### config.mk
export PLATFORM = sky130hd
export DESIGN_NAME = bmma_c_store
export DESIGN_NICKNAME = d
export VERILOG_FILES = /design/src/rtl/bmma_pkg.sv /design/src/rtl/bmma_c_store.sv
export SDC_FILE = /design/constraint.sdc
export NUM_CORES = 2
export LEC_CHECK = 0
export BUFFER_PORTS_ARGS = -buffer_cell sky130_fd_sc_hd__buf_2
export CORE_MARGIN = 4
export CORE_UTILIZATION = 40
export DETAILED_ROUTE_END_ITERATION = 6
export SLEW_MARGIN = 20
export SYNTH_ARGS = -nofsm -noshare
export SYNTH_HDL_FRONTEND = slang
export SYNTH_SLANG_ARGS = --single-unit
### constraint.sdc
create_clock -name clk -period 9.17 [get_ports clk]
set_input_delay 0.917 -clock clk [delete_from_list [all_inputs] [get_ports clk]]
set_output_delay 0.917 -clock clk [all_outputs]
set_load 0.05 [all_outputs]
### src/rtl/bmma_pkg.sv
// package: sizes, codes, state and struct types of the block matrix multiply-accumulate
`timescale 1ns / 1ps
package bmma_pkg;

  // block shape
  localparam int BLOCK_ROWS  = 8;
  localparam int BLOCK_COLS  = 8;
  localparam int BLOCK_DEPTH = 64;

  localparam int CELLS  = BLOCK_ROWS * BLOCK_COLS;
  localparam int ROW_W  = $clog2(BLOCK_ROWS);
  localparam int COL_W  = $clog2(BLOCK_COLS);
  localparam int K_W    = $clog2(BLOCK_DEPTH);
  localparam int CELL_W = $clog2(CELLS);
  localparam int A_AW   = $clog2(BLOCK_ROWS * BLOCK_DEPTH);
  localparam int B_AW   = $clog2(BLOCK_COLS * BLOCK_DEPTH);

  // field widths
  localparam int OP_W   = 3;
  localparam int FI_W   = 3;
  localparam int SI_W   = 6;
  localparam int OPND_W = 16;
  localparam int C_W    = 48;
  localparam int MODE_W = 2;
  localparam int BETA_W = 16;

  // datapath widths
  localparam int PROD_W      = 2 * OPND_W;
  localparam int CPROD_W     = C_W + BETA_W;
  localparam int ACC_W       = 52;
  localparam int ROUND_SHIFT = 14;
  localparam int ROUND_BIAS  = 1 << (ROUND_SHIFT - 1);

  // register port
  localparam int ADDR_W      = 3;
  localparam int DATA_W      = 32;
  localparam int REG_SEL_BIT = 2;

  // operation codes
  localparam logic [OP_W-1:0] OP_WRITE_A = 3'd0;
  localparam logic [OP_W-1:0] OP_WRITE_B = 3'd1;
  localparam logic [OP_W-1:0] OP_WRITE_C = 3'd2;
  localparam logic [OP_W-1:0] OP_RUN     = 3'd3;
  localparam logic [OP_W-1:0] OP_READ_C  = 3'd4;

  // beta modes, anything above keep scales
  localparam logic [MODE_W-1:0] BETA_ZERO  = 2'd0;
  localparam logic [MODE_W-1:0] BETA_KEEP  = 2'd1;
  localparam logic [MODE_W-1:0] BETA_SCALE = 2'd2;

  localparam logic [BETA_W-1:0] BETA_ONE = 16'sd16384;

  // register indexes
  localparam logic REG_BETA_MODE  = 1'b0;
  localparam logic REG_BETA_VALUE = 1'b1;

  // result kinds
  localparam logic KIND_RUN  = 1'b0;
  localparam logic KIND_READ = 1'b1;

  typedef enum logic [1:0] {
    ST_IDLE,
    ST_ISSUE,
    ST_DRAIN,
    ST_READ
  } state_t;

  typedef struct packed {
    logic              a_en;
    logic              b_en;
    logic [A_AW-1:0]   a_addr;
    logic [B_AW-1:0]   b_addr;
    logic [OPND_W-1:0] data;
  } ab_wr_t;

  typedef struct packed {
    logic            en;
    logic [A_AW-1:0] a_addr;
    logic [B_AW-1:0] b_addr;
  } ab_rd_t;

  typedef struct packed {
    logic              en;
    logic [CELL_W-1:0] addr;
    logic [C_W-1:0]    value;
    logic              mark;
  } c_wr_t;

  typedef struct packed {
    logic              valid;
    logic              first;
    logic              last;
    logic [CELL_W-1:0] idx;
  } mac_tag_t;

endpackage

### src/rtl/bmma_c_store.sv
// C accumulator memory with saturation mark per entry and written flags
`timescale 1ns / 1ps
module bmma_c_store (
  input  logic                         clk,
  input  logic                         rst,
  input  bmma_pkg::c_wr_t              wr,
  input  logic                         rd_en,
  input  logic [bmma_pkg::CELL_W-1:0]  rd_addr,
  output logic [bmma_pkg::C_W-1:0]     q_value,
  output logic                         q_mark
);

  // word is {mark, value}
  logic [bmma_pkg::C_W:0]      mem [bmma_pkg::CELLS];
  logic [bmma_pkg::CELLS-1:0]  written;
  logic [bmma_pkg::C_W:0]      q_word;
  logic                        q_written;

  always_ff @(posedge clk) begin
    if (wr.en) begin
      mem[wr.addr] <= {wr.mark, wr.value};
    end
    if (rd_en) begin
      q_word    <= mem[rd_addr];
      q_written <= written[rd_addr];
    end
  end

  // marks of never written entries read as clear
  always_ff @(posedge clk) begin
    if (rst) begin
      written <= '0;
    end else if (wr.en) begin
      written[wr.addr] <= 1'b1;
    end
  end

  assign q_value = q_word[bmma_pkg::C_W-1:0];
  assign q_mark  = q_word[bmma_pkg::C_W] & q_written;

endmodule

# == After elaboration in Yosys (flattened, before gate mapping) ==
# Memory sizes are Yosys's and may differ from the RTL's. A register that Yosys moved wholly into a read port is not among the register bits.
# Cells that the tools add are included.
# word_totals
memories,1
output_inout_bits,49
elab_cells,15
mem_bits_rw,3136
register_bits,65
inputBits,65
rom_bits,0
latchBits,0
# mem_list
name,depth,word_bits,rd,rd_ports_with_merged_regs,write_ports,line_no,text
mem,64,49,1,1,1,bmma_c_store.sv:14,logic [bmma_pkg::C_W:0] mem [bmma_pkg::CELLS];
# op_classes
div,0
addsub,0
n_reduce_logical,1
mul,0
n_shift,0
magnitude_cmp,3
n_eq_ne,0
n_mux,6
bitwise_logic,2
# op_table
cell,n
$or A64 B64 Y64,1
$lt A6 B7 Y1 const B,2
$bmux W1 S6,1
$demux W1 S6,1
$ge A6 B1 Y1 const B,1
$mux W1,4
$and A1 B1 Y1,1
$logic_and A1 B1 Y1,1

# == Logic depth before layout (Yosys ltp) ==
# depth
word_depth,5
mapped_depth,10
mapped_depth_nobuf,5

# == Least setup slack after synthesis ==
# Ideal clock, no wire load.
# synth_timing
path_type,input-to-reg
startpoint,input port wr[55] in the netlist's numbering
endpoint,"memory mem[40][0] in the netlist's numbering, enable pin"
t_arrival_ns,4.788
required_time_ns,8.652
cell_stages,3
setup_time_ns,0.518
path_buffers,0
slack_ns,3.864
path_cell_list,nor2b_1 -> nand3_1 -> nor3_1
# synth_between
elab_chain_cells,2
# synth_lines
element,line_no,text
from (decl),bmma_c_store.sv:6,"input bmma_pkg::c_wr_t wr,"
$mux W1,bmma_c_store.sv:20,if (wr.en) begin
$mux W1 (not written as such),bmma_c_store.sv:21,"mem[wr.addr] <= {wr.mark, wr.value};"
to (decl),bmma_c_store.sv:14,
# No other way between the ends.

==> impl_metrics.yaml <==
outcome:
  status: "completed"
timing:
  rsz0062_at_grt: "no"
  worst_pin_slew_ps: 1181
  slew_viol_final: 0
  fmax_mhz: 256.8
  relSlewSlack_pct: 21.28
  holdWs_ps: 453.9
  tns_ps: 0
  finClkSkew_ps: 30.83
  min_period_ps: 3894
  hold_violations: 0
  setup_viol: 0
  post-route-period-util_pct: 42.46
final_layout:
  fillers: 25510
  drive_gt1_share_pct: 24.93
  fin_area_um2: 138800
  nets: 5867
  syn2layout_area_growth_pct: 12.50
detailed_routing:
  vias: 61700
  postRouteAntennaNets: 0
  drtIter0Drc: 8150
  route.detailed.drc: 0
  finalWirelength_um: 350200
  first_pass_iters: 6
  wl_met1_um: 141000
  met2_length_um: 167000
  met3WireLength_um: 32110
  post_drt_via_cell_ratio: 6.065
  post_drt_wl_per_cell_um: 34.42
  top_layer_used: "met5"
setup_path:
  r2r_slack_ps: 6950
  crit_top_cell: "buf_4"
  critPathArrivalTime_ps: 4610
  cp_slowest_cell: "nor4_1"
  cp_max_fo: 44
  endpoint: "q_word[21]"
  startpoint: "rd_addr[3]"
  worstSetupStartpointType: "input pin"
  path_buf_inv: 4
  critPathKind: "in -> reg"
  cp.depth: 9
  cp.required_ps: 9890
  r2r_end: "q_word[13]"
  critPathMaxStageDelay_ps: 840
  crit_chain: "buf_6, buf_4, nor2b_2, buf_4, nand2_2, buf_4, o22ai_1, nor4_1, o21a_1"
  critPathTopFamily: "buffers and inverters"
  worstSetupEndpointType: "register"
  reg2regPathDepth: 5
  rr_startpoint: "mem[55][13]"
global_route:
  grt_usage_pct: 21.81
  antenna_found_initial: 42
  grt.overflow.total: 0
  grt_pass1_vias: 61380
  grt_max_degree: 116
  grt_pass1_wl_um: 489300
pwr:
  ir_drop_v: 0.0001694
  p_per_area_nw_per_um2: 219.3
  p_leak_nw: 42.96
  power_mw: 30.45
clocking:
  cts_buffers: 323
  clk_path_buf_depth: 4
  cts_resized: 0
  cts_sinks: 3250
  cts_setup_buffers: 0
  htree_levels: 5
  ctsHoldBuffers: 0
  clk_pin_slew_ps: 60
  cts_tree: "done"
  worst_skew_pair.late_latency_ps: 870
  clockRootBuffer: "clkbuf_16"
place:
  postPlaceCellArea_um2: 128800
  hpwlAfterDp_um: 188900
  gp_congestion: 0.7843
  portBuffers: 113
synthesis:
  synthTopCellsByArea: "edfxtp_1 78%, mux4_2 13%, mux2i_1 2.1%"
  synth_fp_nets: 5632
  yosys.area.top_type: "edfxtp_1"
  ys_warn_count: 0
  netlist_instances: 5567
  synth-seq-cells: 3250
  ys_seq_area_share_pct: 78.56
  synth.distinct_cells: 44
  synth_area_per_cell_um2: 22.17
  synth_area_um2: 123400
  yosysTopAreaCellShare_pct: 77.52
floorplanning:
  die_y_um: 563.5
  rows: 203
  num_io_pins: 114
  start_util_pct: 40.26
  die_area_um2: 317500
  core-area_um2: 306600
  die_x_um: 563.5
run:
  maxCapViolCount: 0
hold_path:
  min_path_type: "in -> reg"
==> final cells by class <==
| class | count | area (µm²) | area share (%) |
|---|---|---|---|
| flip-flops and latches | 3250 | 96950 | 69.83 |
| repair buffers | 274 | 2093 | 1.508 |
| clock inverters | 148 | 1124 | 0.8093 |
| well taps | 4100 | 5130 | 3.695 |
| diodes | 29 | 72.57 | 0.05227 |
| multi-input cells | 1953 | 24800 | 17.86 |
| clock buffers | 420 | 8663 | 6.240 |
==> registers in the layout, indices dropped and copies added, names as in the netlist <==
register	flops
q_written	1
written	64
q_word	49
mem	3136
==> cells in the mapped netlist <==
| cell type | count |
|---|---|
| a22oi_1 | 54 |
| and3_1 | 13 |
| o22a_1 | 14 |
| a21oi_1 | 48 |
| a221oi_2 | 9 |
| clkbuf_1 | 111 |
| nand3_1 | 30 |
| o221ai_1 | 74 |
| buf_1 | 11 |
| o21ai_1 | 13 |
| nor4_1 | 37 |
| mux2i_1 | 263 |
| nand2b_1 | 15 |
| or2_2 | 5 |
| buf_8 | 3 |
| nor2b_1 | 33 |
| a32oi_1 | 2 |
| nor3_1 | 4 |
| o2111ai_1 | 2 |
| o21ba_2 | 4 |
| a22o_1 | 20 |
| clkbuf_2 | 1 |
| a211oi_1 | 21 |
| edfxtp_1 | 3186 |
| nor2_1 | 238 |
| o21ai_0 | 4 |
| mux2_2 | 16 |
| nand4_1 | 24 |
| buf_4 | 101 |
| buf_12 | 3 |
| nor2_2 | 1 |
| nand2_1 | 74 |
| a31oi_1 | 4 |
| a221oi_1 | 6 |
| buf_6 | 34 |
| a311oi_1 | 39 |
| and2_1 | 5 |
| buf_2 | 100 |
| mux4_2 | 693 |
| nand3b_1 | 1 |
| o21a_1 | 13 |
| dfxtp_1 | 64 |
| o22ai_1 | 170 |
| or3_1 | 4 |
==> worst min path at each step <==
stage	slack (ps)	from	to	depth (start not counted)
floorplan	430	written[10]	written[10]	2
global placement	440	written[50]	written[50]	2
detailed placement	460	written[14]	written[14]	2
CTS	470	written[14]	written[14]	2
global route	430	wr[44]	mem[50][43]	1
finish	450	wr[44]	mem[55][43]	1
==> layout by cell type (no fill, tap or decap), drive strengths merged, types with 64 or more instances in the layout <==
cell type  instances
dfxtp             64
edfxtp          3186
clkinv           122
buf              274
mux2i            263
mux4             693
o221ai            74
clkbuf           420
o22ai            170
nor2             239
nand2             74
==> kinds of logic (layout without fill, tap and decap cells) <==
family,count (synthesis),in the layout,synth area share (%)
multiplexers,972,972,14.93
buffers and inverters,364,842,1.790
AND/OR/NAND/NOR,484,484,1.787
AO/OA/AOI/OAI,497,497,2.937
flip-flops,3250,3250,78.56
other,0,29,0
==> metrics by stage <==
stage / setup WS, ps / std cells / utilization [%]
final: 5276 / 10170 / 45.29
after global routing: 5139 / 10160 / 45.28
after CTS: 5254 / 10140 / 45.22
after detailed placement: 4317 / 9574 / 42.03
after global placement: 4324 / 9571 / 42.00
after floorplan: 3864 / 5567 / -
==> power by group <==
part	leakage, nW	internal [mW]	switching, mW
clock	4.78	6.99	5.50
combinational	8.97	0.484	0.975
sequential	29.2	16.4	0.0662
==> per-layer routing <==
metal | global-route usage, % | vias to the layer above
li1 | - | 24060
met1 | 31.18 | 33720
met2 | 34.37 | 3338
met3 | 3.734 | 577
met4 | 6.792 | 4
met5 | 0 | -
(Power assumes the default switching activity.)
