### src/rtl/bmma_pkg.sv
// package: sizes, codes, state and struct types of the block matrix multiply-accumulate
`timescale 1ns / 1ps
package bmma_pkg;

  // block shape
  localparam int BLOCK_ROWS  = 8;
  localparam int BLOCK_COLS  = 8;
  localparam int BLOCK_DEPTH = 64;

  localparam int CELLS  = BLOCK_ROWS * BLOCK_COLS;
  localparam int ROW_W  = $clog2(BLOCK_ROWS);
  localparam int COL_W  = $clog2(BLOCK_COLS);
  localparam int K_W    = $clog2(BLOCK_DEPTH);
  localparam int CELL_W = $clog2(CELLS);
  localparam int A_AW   = $clog2(BLOCK_ROWS * BLOCK_DEPTH);
  localparam int B_AW   = $clog2(BLOCK_COLS * BLOCK_DEPTH);

  // field widths
  localparam int OP_W   = 3;
  localparam int FI_W   = 3;
  localparam int SI_W   = 6;
  localparam int OPND_W = 16;
  localparam int C_W    = 48;
  localparam int MODE_W = 2;
  localparam int BETA_W = 16;

  // datapath widths
  localparam int PROD_W      = 2 * OPND_W;
  localparam int CPROD_W     = C_W + BETA_W;
  localparam int ACC_W       = 52;
  localparam int ROUND_SHIFT = 14;
  localparam int ROUND_BIAS  = 1 << (ROUND_SHIFT - 1);

  // register port
  localparam int ADDR_W      = 3;
  localparam int DATA_W      = 32;
  localparam int REG_SEL_BIT = 2;

  // operation codes
  localparam logic [OP_W-1:0] OP_WRITE_A = 3'd0;
  localparam logic [OP_W-1:0] OP_WRITE_B = 3'd1;
  localparam logic [OP_W-1:0] OP_WRITE_C = 3'd2;
  localparam logic [OP_W-1:0] OP_RUN     = 3'd3;
  localparam logic [OP_W-1:0] OP_READ_C  = 3'd4;

  // beta modes, anything above keep scales
  localparam logic [MODE_W-1:0] BETA_ZERO  = 2'd0;
  localparam logic [MODE_W-1:0] BETA_KEEP  = 2'd1;
  localparam logic [MODE_W-1:0] BETA_SCALE = 2'd2;

  localparam logic [BETA_W-1:0] BETA_ONE = 16'sd16384;

  // register indexes
  localparam logic REG_BETA_MODE  = 1'b0;
  localparam logic REG_BETA_VALUE = 1'b1;

  // result kinds
  localparam logic KIND_RUN  = 1'b0;
  localparam logic KIND_READ = 1'b1;

  typedef enum logic [1:0] {
    ST_IDLE,
    ST_ISSUE,
    ST_DRAIN,
    ST_READ
  } state_t;

  typedef struct packed {
    logic              a_en;
    logic              b_en;
    logic [A_AW-1:0]   a_addr;
    logic [B_AW-1:0]   b_addr;
    logic [OPND_W-1:0] data;
  } ab_wr_t;

  typedef struct packed {
    logic            en;
    logic [A_AW-1:0] a_addr;
    logic [B_AW-1:0] b_addr;
  } ab_rd_t;

  typedef struct packed {
    logic              en;
    logic [CELL_W-1:0] addr;
    logic [C_W-1:0]    value;
    logic              mark;
  } c_wr_t;

  typedef struct packed {
    logic              valid;
    logic              first;
    logic              last;
    logic [CELL_W-1:0] idx;
  } mac_tag_t;

endpackage

### src/rtl/bmma_mac.sv
// multiply-accumulate pipeline: product, beta scaling, accumulate, saturate
`timescale 1ns / 1ps
module bmma_mac (
  input  logic                         clk,
  input  logic                         rst,
  input  bmma_pkg::mac_tag_t           tag_in,
  input  logic [bmma_pkg::OPND_W-1:0]  a_q,
  input  logic [bmma_pkg::OPND_W-1:0]  b_q,
  input  logic [bmma_pkg::C_W-1:0]     c_q,
  input  logic                         c_mark_q,
  input  logic [bmma_pkg::MODE_W-1:0]  beta_mode,
  input  logic [bmma_pkg::BETA_W-1:0]  beta_value,
  output bmma_pkg::c_wr_t              wb,
  output logic                         wb_sat
);

  bmma_pkg::mac_tag_t s1_tag, s2_tag, s3_tag;
  logic                          s4_valid;
  logic [bmma_pkg::CELL_W-1:0]   s4_cell;
  logic [bmma_pkg::PROD_W-1:0]   prod2, prod3;
  logic [bmma_pkg::CPROD_W-1:0]  cprod2, round_sum, scaled;
  logic [bmma_pkg::C_W-1:0]      c2;
  logic                          mark2, mark3, mark_hold;
  logic [bmma_pkg::ACC_W-1:0]    init_next, init3, acc, acc_next;
  logic [bmma_pkg::ACC_W-bmma_pkg::C_W:0] acc_top;
  logic                          sat;
  logic [bmma_pkg::C_W-1:0]      sat_value;

  always_ff @(posedge clk) begin
    if (rst) begin
      s1_tag   <= '0;
      s2_tag   <= '0;
      s3_tag   <= '0;
      s4_valid <= 1'b0;
    end else begin
      s1_tag   <= tag_in;
      s2_tag   <= s1_tag;
      s3_tag   <= s2_tag;
      s4_valid <= s3_tag.valid && s3_tag.last;
    end
  end

  always_ff @(posedge clk) begin
    prod2   <= $signed(a_q) * $signed(b_q);
    cprod2  <= $signed(c_q) * $signed(beta_value);
    c2      <= c_q;
    mark2   <= c_mark_q;
    prod3   <= prod2;
    init3   <= init_next;
    mark3   <= mark2;
    s4_cell <= s3_tag.idx;
    if (s3_tag.valid) begin
      acc <= acc_next;
    end
    if (s3_tag.valid && s3_tag.first) begin
      mark_hold <= mark3;
    end
  end

  // c*beta rounded half up from q.44 to q.30
  assign round_sum = cprod2 + bmma_pkg::CPROD_W'(bmma_pkg::ROUND_BIAS);
  assign scaled    = $signed(round_sum) >>> bmma_pkg::ROUND_SHIFT;

  always_comb begin
    unique case (beta_mode)
      bmma_pkg::BETA_ZERO: init_next = '0;
      bmma_pkg::BETA_KEEP: init_next = {{(bmma_pkg::ACC_W-bmma_pkg::C_W){c2[bmma_pkg::C_W-1]}}, c2};
      default:             init_next = scaled[bmma_pkg::ACC_W-1:0];
    endcase
  end

  assign acc_next = (s3_tag.first ? init3 : acc)
                  + {{(bmma_pkg::ACC_W-bmma_pkg::PROD_W){prod3[bmma_pkg::PROD_W-1]}}, prod3};

  // clamp to 48 bits when the upper bits are not a sign extension
  assign acc_top   = acc[bmma_pkg::ACC_W-1:bmma_pkg::C_W-1];
  assign sat       = !((&acc_top) || !(|acc_top));
  assign sat_value = acc[bmma_pkg::ACC_W-1] ? {1'b1, {(bmma_pkg::C_W-1){1'b0}}}
                                            : {1'b0, {(bmma_pkg::C_W-1){1'b1}}};

  always_comb begin
    wb.en    = s4_valid;
    wb.addr  = s4_cell;
    wb.value = sat ? sat_value : acc[bmma_pkg::C_W-1:0];
    wb.mark  = (beta_mode == bmma_pkg::BETA_ZERO) ? sat : (mark_hold | sat);
    wb_sat   = s4_valid & sat;
  end

endmodule

### config.mk
export PLATFORM = sky130hd
export DESIGN_NAME = bmma_mac
export DESIGN_NICKNAME = d
export VERILOG_FILES = /design/src/rtl/bmma_pkg.sv /design/src/rtl/bmma_mac.sv
export SDC_FILE = /design/constraint.sdc
export NUM_CORES = 2
export LEC_CHECK = 0
export BUFFER_PORTS_ARGS = -buffer_cell sky130_fd_sc_hd__buf_2
export CORE_MARGIN = 4
export CORE_UTILIZATION = 50
export DETAILED_ROUTE_END_ITERATION = 8
export PLACE_DENSITY = 0.72
export SLEW_MARGIN = 30
export SYNTH_ARGS = -nofsm -noshare
export SYNTH_HDL_FRONTEND = slang
export SYNTH_SLANG_ARGS = --single-unit
### constraint.sdc
create_clock -name clk -period 19.75 [get_ports clk]
set_input_delay 0.9875 -clock clk [delete_from_list [all_inputs] [get_ports clk]]
set_output_delay 0.9875 -clock clk [all_outputs]
set_load 0.05 [all_outputs]
# Yosys cells after proc, flatten, opt, wreduce, memory -nomap -nowiden
# Index checks and enable logic that the tools add are counted.
[word_totals]
regBits = 317
word_cells = 43
output_inout_bits = 57
inputBits = 110
[op_classes]
n_reduce_logical = 8
eq_ne = 1
add_sub_neg = 2
n_bitwise = 2
n_mul = 2
n_mux = 5
[ops]
columns = ["cell", "n"]
rows = [
  ["$pmux W52 S2", 1],
  ["$mux W48", 2],
  ["$add A64 B14 Y64 const B", 1],
  ["$mul A48 B16 Y64", 1],
  ["$add A52 B52 Y52", 1],
  ["$mux W52", 1],
  ["$mul A16 B16 Y32", 1],
  ["$reduce_and A5 Y1", 1],
  ["$reduce_or A5 Y1", 1],
  ["$eq A2 B1 Y1 const B", 1],
  ["$logic_and A1 B1 Y1", 2],
  ["$logic_not A1 Y1", 2],
  ["$logic_not A2 Y1", 1],
  ["$and A1 B1 Y1", 1],
  ["$logic_or A1 B1 Y1", 1],
  ["$mux W1", 1],
  ["$or A1 B1 Y1", 1],
]

# Depth between registers and ports, before layout
[logic_depth]
word_depth = 6
ltp_mapped = 26
mapped_depth_nobuf = 25

# Worst setup path before layout
# No wires, ideal clock.
[synth_path]
path_type = "input to register"
from = "input port beta_value[1] (netlist bit)"
to = "register cprod2[61] (netlist bit)"
stages = 26
setup_time_ns = 0.121
setup_slack_ns = 12.556
n_path_buf = 3
t_required_ns = 19.629
t_arrival_ns = 7.073
path_cell_list = "clkbuf_1 > clkbuf_1 > nand2_1 > fa_1 > inv_1 > fa_1 > inv_1 > fa_1 > inv_1 > fa_1 > fa_1 > inv_1 > fa_1 > inv_1 > ha_1 > buf_2 > nand4_2 > nor4_4 > nand3_1 > o32a_1 > nand3_2 > o21ai_4 > o31a_4 > o31ai_4 > a221oi_2 > xnor2_1"
[synth_via]
elab_chain_cells = 1
[synth_rtl]
columns = ["item", "line_no", "rtl"]
rows = [
  ["start, declared", "bmma_mac.sv:12", "input logic [bmma_pkg::BETA_W-1:0] beta_value,"],
  ["$mul A48 B16 Y64", "bmma_mac.sv:45", "cprod2 <= $signed(c_q) * $signed(beta_value);"],
  ["end signal, assigned", "bmma_mac.sv:45", ""],
  ["end, declared", "bmma_mac.sv:21", "logic [bmma_pkg::CPROD_W-1:0] cprod2, round_sum, scaled;"],
]
# No other way between the ends.
# A chain may end at the register's enable or synchronous reset.

# Final worst setup path
[layout_path]
from = "input port beta_value[2] (netlist bit)"
to = "register cprod2[61] (netlist bit)"
# Same word-level chain as after synthesis.

==> results.sh <==
export IMPL_synth_mux_area_fraction=0.0117
export IMPL_crit_arrival_ns=8.06
export IMPL_cts_sinks=302
export IMPL_async_flop_share=0
export IMPL_portBuffers=166
export IMPL_netlist_instances=5029
export IMPL_synthAdderAreaFrac=0.489
export IMPL_grt_util_all_layers=0.243
export IMPL_clock_latency_ns=0.57
export IMPL_wire_per_inst_um=18.2
export IMPL_final_cells=6319
export IMPL_grt_pass1_vias=36499
export IMPL_drc=0
export IMPL_slew_viol_final=0
export IMPL_synth_seq_area_share=0.140
export IMPL_ys_ff_latch=302
export IMPL_vias=33618
export IMPL_synth_compound_area_frac=0.0700
export IMPL_period_needed_ns=7.62
export IMPL_rows=112
export IMPL_cts_hold_buffers=0
export IMPL_synth_cell_types=78
export IMPL_grt_start_max_net_pins=55
export IMPL_drv_cap=0
export IMPL_critical_path_startpoint_type="input port"
export IMPL_synth_xor_area_share=0.0348
export IMPL_cts_htree_levels=1
export IMPL_layout_nets=6402
export IMPL_min_period_over_period=0.386
export IMPL_finClkSkew_ns=0.0251
export IMPL_clk_pin_slew_ns=0.07
export IMPL_dp_hpwl_um=88700
export IMPL_coreArea_um2=93200
export IMPL_gp_congestion=0.902
export IMPL_final_setup_viol_count=0
export IMPL_hold_viol=0
export IMPL_dieWidth_um=314
export IMPL_synth_top_family_by_area="adder cells"
export IMPL_ctsResizeCount=0
export IMPL_die_y_um=314
export IMPL_synth_ff_type="dfxtp_1"
export IMPL_post_cts_buffers=0
export IMPL_cts_buffer_depth=3
export IMPL_clockRootBuffer="clkbuf_16"
export IMPL_drt_wl_total_um=115000
export IMPL_die_area_um2=98700
export IMPL_worst_slew_pin_slew_ns=0.862
export IMPL_grt_pass1_wl_um=191000
export IMPL_cp_end_kind="register"
export IMPL_crit_fanout=37
export IMPL_initial_core_util=0.503
export IMPL_crit_type="in -> reg"
export IMPL_drive_above_1_share=0.0612
export IMPL_synth_warning_count=0
export IMPL_fmaxAchievable_ghz=0.131
export IMPL_syn2layout_area_growth_pct=5.96
export IMPL_grt_ovfl_total=0
export IMPL_syn_avg_cell_area_um2=9.32
export IMPL_final_antenna_net_count=0
export IMPL_ioPinCount=167
export IMPL_drt_iter0_drc=2043
export IMPL_tns_ns=0
export IMPL_dr_pass1_iters=6
export IMPL_synth_area_um2=46900
export IMPL_synth_nets=6388
export IMPL_synthSimpleGateAreaFrac=0.143
export IMPL_via_per_inst=5.32
export IMPL_antenna_found_initial=1
export IMPL_status="complete, no violations"
export IMPL_cts_tree="yes"
export IMPL_slew_limit_headroom=0.425
export IMPL_hold_class="reg -> reg"
export IMPL_rsz0062_at_grt="no"
export IMPL_dp_cells=6268
export IMPL_required_ns=20.19
export IMPL_cts_buffers=27
export IMPL_synth_edf_count=53
critical path, stage by stage:
cell and delay [ns]:
buf_2 0.30, buf_4 0.56, nand2_1 0.15, fa_1 0.53, inv_1 0.05, fa_1 0.52, inv_1 0.05, fa_1 0.50
inv_1 0.06, fa_1 0.52, fa_1 0.50, inv_1 0.05, fa_1 0.50, inv_1 0.05, ha_1 0.41, nand4_2 0.21
nor4_4 0.40, nand3_1 0.12, o32a_1 0.34, nand3_2 0.18, o21ai_4 0.12, o31a_4 0.39, o31ai_4 0.29, a221oi_2 0.10
xnor2_1 0.13
state kept, by name, indices dropped and copies added (netlist names):
signal,count
c2,48
s4_valid,1
prod2,32
init3,50
mark3,1
acc,52
s4_cell,6
mark2,1
s1_tag,9
mark_hold,1
cprod2,51
s3_tag,9
s2_tag,9
prod3,32
cells in the final DEF (no fill, tap or decap), types with 7 or more instances in the layout:
| cell type | n |
|---|---|
| mux2_2 | 48 |
| and3_1 | 17 |
| a22o_1 | 52 |
| nand3_1 | 39 |
| buf_2 | 164 |
| and2_1 | 392 |
| buf_4 | 22 |
| nand4_1 | 33 |
| o21ai_1 | 9 |
| o21bai_1 | 22 |
| o21a_1 | 23 |
| dfxtp_1 | 247 |
| a211oi_1 | 15 |
| inv_1 | 1175 |
| nor2_1 | 123 |
| o21ai_0 | 65 |
| edfxtp_1 | 53 |
| a31oi_1 | 9 |
| a21oi_1 | 129 |
| a21o_1 | 99 |
| nand2_1 | 658 |
| nand2b_1 | 32 |
| clkbuf_16 | 29 |
| xnor2_1 | 135 |
| nor3_1 | 20 |
| nor2b_1 | 40 |
| fa_1 | 972 |
| o211ai_1 | 7 |
| ha_1 | 277 |
| xor2_1 | 51 |
logic make-up after synthesis:
| group | after synthesis |
|---|---|
| flip-flops | 302 |
| XOR/XNOR | 186 |
| AO/OA/AOI/OAI | 479 |
| buffers and inverters | 1378 |
| AND/OR/NAND/NOR | 1386 |
| multiplexers | 49 |
| adder cells (fa/ha/maj) | 1249 |
layout make-up:
class,instances,area (um2)
clock inverters,12,140
inverters,1176,4410
diodes,1,2.50
multi-input cells,3349,35100
repair buffers,187,1010
well taps,1254,1570
fillers,8345,43500
clock buffers,38,810
flip-flops and latches,302,6580
stage by stage:
step	hold slack, ns	util	instance area [um2]	setup WS [ns]
after global placement	0.310	0.522	48700	11.73
after global routing	0.332	0.533	49700	11.89
after CTS	0.329	0.533	49700	12.20
after floorplan	0.310	-	46900	12.56
final	0.323	0.533	49700	12.13
after detailed placement	0.312	0.523	48700	11.63
synth_stat cells (all sizes together) (5+ instances only):
cell / n / share of area
inv: 1175 / 0.094
fa: 972 / 0.42
nand2: 658 / 0.053
and2: 392 / 0.052
ha: 277 / 0.074
dfxtp: 249 / 0.11
clkbuf: 192 / 0.015
xnor2: 135 / 0.025
a21oi: 130 / 0.014
nor2: 125 / 0.010
a21o: 99 / 0.016
o21ai: 76 / 0.0084
edfxtp: 53 / 0.034
a22o: 52 / 0.0097
xor2: 51 / 0.0095
mux2: 48 / 0.012
nor2b: 41 / 0.0055
nand3: 40 / 0.0044
nand4: 35 / 0.0049
nand2b: 32 / 0.0043
o21a: 23 / 0.0037
o21bai: 22 / 0.0035
nor3: 21 / 0.0023
and3: 17 / 0.0023
a211oi: 15 / 0.0024
a31oi: 10 / 0.0015
buf: 10 / 0.0010
a2111oi: 7 / 0.0016
o211ai: 7 / 0.0011
nor4: 6 / 0.0015
or4: 5 / 0.00080
final timing paths:
| path | startpoint | end | slack (ns) | cells after the start |
|---|---|---|---|---|
| max | beta_value[2] | cprod2[61]$_DFF_P_ | 12.13 | 25 |
| min | prod2[15]$_DFF_P_ | prod3[15]$_DFF_P_ | 0.32 | 0 |
| max reg2reg | s3_tag[7]$_SDFF_PP0_ | acc[49]$_DFFE_PP_ | 15.17 | 13 |
| min reg2reg | prod2[15]$_DFF_P_ | prod3[15]$_DFF_P_ | 0.32 | 0 |
per-layer routing:
metal,part of all wire,track usage,vias up
met2,0.49,0.418,1123
met4,0.050,0.100,0
met1,0.39,0.314,17130
met3,0.062,0.0266,311
met5,0,0,-
li1,-,-,15054
Power is not shown: default switching activity piles up to over one toggle a cycle in this logic, so the estimate is an artifact.
